$ cat src/rtl/core/rbe_pkg.sv
// ----------------------------------------------------------------------------
// rbe_pkg
// Shared types and constants for the byte-stream rice encoder.
// ----------------------------------------------------------------------------
`default_nettype none

package rbe_pkg;

	localparam int unsigned ByteW   = 8;
	localparam int unsigned KW      = 4;
	localparam logic [KW-1:0] KMin   = 4'd1;
	localparam logic [KW-1:0] KMax   = 4'd8;
	localparam logic [KW-1:0] KReset = 4'd6;

	// input kinds
	localparam logic KindData  = 1'b0;
	localparam logic KindFlush = 1'b1;

	typedef enum logic {
		ST_IDLE,
		ST_RUN
	} rbe_state_t;

	typedef struct packed {
		logic load;   // latch a new word into the code registers
		logic step;   // produce the next byte or settle the leftover bits
	} rbe_cmd_t;

	typedef struct packed {
		logic fin;       // current step finishes the item
		logic out_free;  // output register can take a byte this cycle
	} rbe_stat_t;

endpackage

`default_nettype wire

$ cat src/rtl/core/rbe_ctrl.sv
// ----------------------------------------------------------------------------
// rbe_ctrl
// Sequencer: accepts one word, then steps the datapath until the code is done.
// ----------------------------------------------------------------------------
`default_nettype none

module rbe_ctrl (
	input  wire logic              clk,
	input  wire logic              arst_n,
	input  wire logic              in_valid,
	output logic                   in_ready,
	input  rbe_pkg::rbe_stat_t     stat,
	output rbe_pkg::rbe_cmd_t      cmd
);
	import rbe_pkg::*;

	rbe_state_t state_q, state_next;

	always_ff @(posedge clk or negedge arst_n) begin
		if (!arst_n) begin
			state_q <= ST_IDLE;
		end else begin
			state_q <= state_next;
		end
	end

	always_comb begin
		state_next = state_q;
		unique case (state_q)
			ST_IDLE: begin
				if (in_valid) begin
					state_next = ST_RUN;
				end
			end
			ST_RUN: begin
				if (stat.out_free && stat.fin) begin
					state_next = ST_IDLE;
				end
			end
			default: state_next = ST_IDLE;
		endcase
	end

	always_comb begin
		in_ready = 1'b0;
		cmd      = '0;
		unique case (state_q)
			ST_IDLE: begin
				in_ready = 1'b1;
				cmd.load = in_valid;
			end
			ST_RUN: begin
				cmd.step = stat.out_free;
			end
			default: ;
		endcase
	end

endmodule

`default_nettype wire

$ cat src/rtl/core/rbe_dpath.sv
// ----------------------------------------------------------------------------
// rbe_dpath
// Code registers, bit packer and output register of the rice encoder.
// ----------------------------------------------------------------------------
`default_nettype none

module rbe_dpath (
	input  wire logic                  clk,
	input  wire logic                  arst_n,
	input  wire logic                  cfg_valid,
	input  wire logic [rbe_pkg::KW-1:0] cfg_data,
	input  wire logic                  in_kind,
	input  wire logic [7:0]            in_byte,
	input  rbe_pkg::rbe_cmd_t          cmd,
	output rbe_pkg::rbe_stat_t         stat,
	output logic                       out_valid,
	input  wire logic                  out_ready,
	output logic [7:0]                 out_byte,
	output logic                       out_last
);
	import rbe_pkg::*;

	logic [KW-1:0] k_q;
	logic [6:0]    pend_q;
	logic [2:0]    cnt_q;
	logic [6:0]    ones_q;
	logic [15:0]   tail_q;    // remainder bits left-aligned, led by the stop zero
	logic [3:0]    tlen_q;
	logic [7:0]    obyte_q;
	logic          olast_q;
	logic          oval_q;

	logic [KW-1:0] k_eff;
	logic [8:0]    tail_ld;
	logic [4:0]    ones_c;
	logic [15:0]   window;
	logic [15:0]   pend16;
	logic [15:0]   comb;
	logic [7:0]    total;
	logic          emit;
	logic          fin;
	logic [3:0]    n_take;
	logic [3:0]    c_take;
	logic [4:0]    sh_hi;
	logic [3:0]    sh_lo;
	logic [7:0]    left_hi;
	logic [7:0]    left_lo;

	always_comb begin
		if (k_q < KMin) begin
			k_eff = KMin;
		end else if (k_q > KMax) begin
			k_eff = KMax;
		end else begin
			k_eff = k_q;
		end
	end

	// low k bits of the byte, bit k is the zero that ends the unary run
	assign tail_ld = {1'b0, in_byte} & ((9'd1 << k_eff) - 9'd1);

	assign ones_c = (ones_q >= 7'd16) ? 5'd16 : ones_q[4:0];
	// next 16 bits of the remaining code: unary ones, then the tail
	assign window = ~(16'hFFFF >> ones_c) | (tail_q >> ones_c);
	assign pend16 = {9'd0, pend_q} << (5'd16 - {2'd0, cnt_q});
	assign comb   = pend16 | (window >> cnt_q);
	assign total  = {5'd0, cnt_q} + {1'b0, ones_q} + {4'd0, tlen_q};
	assign emit   = total >= 8'd8;
	assign fin    = total < 8'd16;

	assign n_take  = 4'd8 - {1'b0, cnt_q};
	assign c_take  = n_take - ones_q[3:0];
	assign sh_hi   = 5'd16 - total[4:0];
	assign sh_lo   = 4'd8 - total[3:0];
	assign left_hi = comb[7:0] >> sh_hi;
	assign left_lo = comb[15:8] >> sh_lo;

	assign stat.fin      = fin;
	assign stat.out_free = !oval_q || out_ready;

	always_ff @(posedge clk or negedge arst_n) begin
		if (!arst_n) begin
			k_q    <= KReset;
			pend_q <= '0;
			cnt_q  <= '0;
			ones_q <= '0;
			tlen_q <= '0;
			oval_q <= 1'b0;
		end else begin
			if (cfg_valid) begin
				k_q <= cfg_data;
			end
			if (cmd.step && emit) begin
				oval_q <= 1'b1;
			end else if (out_ready) begin
				oval_q <= 1'b0;
			end
			if (cmd.load) begin
				if (in_kind == KindFlush) begin
					// pad with ones up to the byte boundary
					ones_q <= (cnt_q == 3'd0) ? 7'd0 : {3'd0, 4'd8 - {1'b0, cnt_q}};
					tlen_q <= '0;
				end else begin
					ones_q <= 7'(in_byte >> k_eff);
					tlen_q <= k_eff + 4'd1;
				end
			end else if (cmd.step) begin
				if (fin) begin
					ones_q <= '0;
					tlen_q <= '0;
					if (emit) begin
						pend_q <= left_hi[6:0];
						cnt_q  <= 3'(total - 8'd8);
					end else begin
						pend_q <= left_lo[6:0];
						cnt_q  <= total[2:0];
					end
				end else begin
					cnt_q  <= '0;
					pend_q <= '0;
					if (ones_q >= {3'd0, n_take}) begin
						ones_q <= ones_q - {3'd0, n_take};
					end else begin
						ones_q <= '0;
						tlen_q <= tlen_q - c_take;
					end
				end
			end
		end
	end

	always_ff @(posedge clk) begin
		if (cmd.load) begin
			tail_q <= (in_kind == KindFlush) ? 16'd0
				: ({7'd0, tail_ld} << (4'd15 - k_eff));
		end else if (cmd.step && !fin && ones_q < {3'd0, n_take}) begin
			tail_q <= tail_q << c_take;
		end
		if (cmd.step && emit) begin
			obyte_q <= comb[15:8];
			olast_q <= fin;
		end
	end

	assign out_valid = oval_q;
	assign out_byte  = obyte_q;
	assign out_last  = olast_q;

endmodule

`default_nettype wire

$ cat src/rtl/core/rice_byte_encoder.sv
// ----------------------------------------------------------------------------
// rice_byte_encoder
// Golomb-Rice coder for a byte stream, code bits packed msb-first into bytes.
// ----------------------------------------------------------------------------
//
// channel   dir  handshake                tdata / tuser / tlast
// s_axis    in   s_tvalid / s_tready      tdata: data_byte, tuser: kind
// m_axis    out  m_tvalid / m_tready      tdata: out_byte, tlast: last
// cfg       in   cfg_valid / cfg_ready    cfg_data: rice_k
//
// a word is loaded, then stepped through the packer until its code is done;
// each step emits at most one byte, and a new word is taken only when idle.
// the byte-per-cycle packer sets the rate when not stalled; long unary runs take more steps.
// a full output register with m_tready low holds the packer in place.
// arst_n clears pending bits, the output register and sets rice_k to 6.
// ----------------------------------------------------------------------------
`default_nettype none

module rice_byte_encoder (
	input  wire logic       clk,
	input  wire logic       arst_n,
	input  wire logic       cfg_valid,
	output logic            cfg_ready,
	input  wire logic [3:0] cfg_data,
	input  wire logic       s_tvalid,
	output logic            s_tready,
	input  wire logic [7:0] s_tdata,   // [7:0] data_byte
	input  wire logic       s_tuser,   // [0] kind
	output logic            m_tvalid,
	input  wire logic       m_tready,
	output logic [7:0]      m_tdata,   // [7:0] out_byte
	output logic            m_tlast
);
	import rbe_pkg::*;

	rbe_cmd_t  cmd;
	rbe_stat_t stat;

	assign cfg_ready = 1'b1;

	rbe_ctrl u_ctrl (
		.clk      (clk),
		.arst_n   (arst_n),
		.in_valid (s_tvalid),
		.in_ready (s_tready),
		.stat     (stat),
		.cmd      (cmd)
	);

	rbe_dpath u_dpath (
		.clk       (clk),
		.arst_n    (arst_n),
		.cfg_valid (cfg_valid),
		.cfg_data  (cfg_data),
		.in_kind   (s_tuser),
		.in_byte   (s_tdata),
		.cmd       (cmd),
		.stat      (stat),
		.out_valid (m_tvalid),
		.out_ready (m_tready),
		.out_byte  (m_tdata),
		.out_last  (m_tlast)
	);

endmodule

`default_nettype wire
$ cat config.mk
export PLATFORM = sky130hd
export DESIGN_NAME = rice_byte_encoder
export DESIGN_NICKNAME = d
export VERILOG_FILES = /design/src/rtl/core/rbe_pkg.sv /design/src/rtl/core/rbe_ctrl.sv /design/src/rtl/core/rbe_dpath.sv /design/src/rtl/core/rice_byte_encoder.sv
export SDC_FILE = /design/constraint.sdc
export NUM_CORES = 1
export LEC_CHECK = 0
export BUFFER_PORTS_ARGS = -buffer_cell sky130_fd_sc_hd__buf_2
export CAP_MARGIN = 20
export CELL_PAD_IN_SITES_DETAIL_PLACEMENT = 0
export CELL_PAD_IN_SITES_GLOBAL_PLACEMENT = 1
export CORE_AREA = 8 8 149 109
export CTS_CLUSTER_DIAMETER = 150
export CTS_CLUSTER_SIZE = 8
export DETAILED_ROUTE_END_ITERATION = 8
export DIE_AREA = 0 0 157 117
export MAX_ROUTING_LAYER = met4
export PLACE_DENSITY = 0.84
export SLEW_MARGIN = 20
export SYNTH_ARGS = -nofsm -noshare
export SYNTH_HDL_FRONTEND = slang
export SYNTH_SLANG_ARGS = --single-unit
$ cat constraint.sdc
create_clock -name clk -period 11.3 [get_ports clk]
set_input_delay 2.26 -clock clk [delete_from_list [all_inputs] [get_ports clk]]
set_output_delay 2.26 -clock clk [all_outputs]
set_load 0.01 [all_outputs]
==> reports/results.ini <==
[layout]
layout_common_cells=95 x nand2_1, 80 x nor2_1, 70 x a21oi_1
syn2layout_area_growth_pct=5.369
diodes=0
layout_commonest_cell=nand2_1
stdcell_count=1113
drive_above_1_share_pct=11.00
nets=966
n_fill_cell=1371

[placement]
io_buffers=28
dp.cells=1105
pre_cts_slack_ns=6.496
dp_hpwl_microns=20390
place_congestion=0.9998

[global_route]
globalRouteMet2Util_pct=39.81
grt_pass1_wl_microns=42170
grt_use_met3_pct=8.474
grt_pass1_vias=7264
grt-busiest-layer=met1
grt_max_degree=45
grtUsageMet1_pct=44.66
overflow=0
antenna_found_initial=0
grt_use_total_pct=30.39

[timing]
setup-tns-final_ns=0
relSlewSlack_pct=24.54
fin_crit_sh_pct=43.32
fin_worst_skew_ns=0.005253
fin_crit_ns=4.895
slew_viol_final=0
worst_pin_slew_ns=1.128
setup_viol=0
max_clock_freq_mhz=204.3
setup_ws_ns=6.405
finalHoldViolations=0
rsz0062_at_grt=no

[worst_setup_path]
path_class=flip-flop to flip-flop
r2r_slack_ns=6.41
critPathRequiredTime_ns=11.50
crit_path_start_kind=flip-flop
critPathMaxFanout=22
crit_path_end_kind=flip-flop
cp.arrival_ns=5.10

[routing]
totalWireLength_microns=27200
vias=7963
drt-wirelength-per-cell_microns=24.44
first_pass_iters=6
ant_nets=0
first_iter_violations=1204
viasPerCell=7.155
drc=0

[clock_tree]
root_buffer=clkbuf_16
clock_latency_ns=0.31
cts_max_path_buffers=2
cts_sinks=52
cts_tree=yes
path_clk_slew_ns=0.08
cts_resized=0
cts_hold_buf=0
postCtsSetupBuffers=0
numCtsBuffers=5
h-tree-depth=2

[synthesis]
ys_seq_area_share_pct=20.10
synth_fp_nets=982
syn-mean-instance-area_sq_um=7.619
synth_edf_count=25
yosys.area.top_type=edfxtp_1
async_flop_share_pct=51.92
synth_cell_type_count=85
synth_top_flop_cell=edfxtp_1
synth.area.top_cells=edfxtp_1 11%, dfrtp_1 8.8%, mux2i_1 5.9%
synth-seq-cells=52
synthCells=933
yosys.area.top_type_share_pct=10.56
synthesis.area_sq_um=7108
ys.warnings.count=0

[die]
core_sq_um=14120
die_w_microns=157
initial_utilization_pct=50.34
ios=30
rows=37
die_area_sq_um=18370
die_y_microns=117

[min_path]
holdCritPathClass=flip-flop to flip-flop

[run]
cap_viol_max_count=0

[run_status]
status=complete, no violations

-- routing by layer --
layer	part of all wire, %	up-vias
met4	1.7	0
met5	0	-
met1	46	3817
met2	39	573
li1	-	3538
met3	13	35
-- sequential cells by signal (all words and copies together), names as in the netlist --
signal and flops:
u_dpath.tlen_q 4, u_dpath.ones_q 7, u_dpath.cnt_q 3, u_ctrl.state_q 1, u_dpath.tail_q 16, u_dpath.out_valid 1
u_dpath.out_byte 8, u_dpath.k_q 4, u_dpath.pend_q 7, u_dpath.out_last 1
-- through the flow --
stage	hold WS [ns]	utilization [%]	area, sq um
after floorplan	0.4755	-	7108
after global placement	0.5526	52.03	7347
after detailed placement	0.5563	52.03	7347
after CTS	0.5723	53.04	7490
after global routing	0.6240	53.04	7490
final	0.5952	53.04	7490
-- cells by family after synthesis --
logic type,Yosys count,share of synthesized area (%)
simple gates,327,22.83
flops,52,20.10
other cells,1,0.05276
compound gates,331,32.44
buf+inv,112,6.337
mux,67,10.56
xor+xnor,12,1.479
fa+ha+maj,31,6.196
-- worst paths after layout --
check                             startpoint                end  cells after the start
setup / recovery            u_dpath.cnt_q[0]  u_dpath.tlen_q[3]                     11
hold / removal             u_dpath.pend_q[2]  u_dpath.pend_q[2]                      2
setup reg to reg            u_dpath.cnt_q[0]  u_dpath.tlen_q[3]                     11
hold reg to reg            u_dpath.pend_q[2]  u_dpath.pend_q[2]                      2
max in group asynchronous             arst_n  u_dpath.tlen_q[1]                      1
min in group asynchronous             arst_n  u_dpath.pend_q[3]                      1
-- critical path, cell delays in order (launching register included) --
cell and delay (ns):
dfrtp_1 0.38, inv_1 0.57, ha_1 0.69, inv_1 0.18
fa_1 0.44, xnor2_1 0.75, inv_1 0.43, ha_1 0.44
a21o_1 0.18, xor2_1 0.17, a311o_1 0.36, a22o_1 0.19
-- cell type report --
type	count	area (sq um)	area share (%)
clock buffers	6	128.9	1.721
clock inverters	2	13.76	0.1838
inverters	42	157.7	2.105
multi-input cells	769	5234	69.88
flip-flops and latches	52	1429	19.08
well taps	195	244.0	3.258
repair buffers	47	282.8	3.775
-- synth_stat cells (all sizes together) (6+ instances only) --
master and n:
nor4b 6, or3 8, a22oi 13, and2 10, buf 25, o31ai 14
o221ai 12, mux2 21, nand3 25, ha 24, a21oi 70, mux2i 42
o211ai 14, o22ai 17, nor4 8, inv 40, nand2 95, nor3 26
a211oi 17, a21o 11, nand4 10, o21ai 51, nor2 80, edfxtp 25
a31oi 17, nand2b 13, clkbuf 45, nor2b 19, and3 6, a32oi 8
xnor2 8, dfrtp 25, a221oi 9, fa 7, or2 6
Power is not shown: default switching activity piles up to over one toggle a cycle in this logic, so the estimate is an artifact.
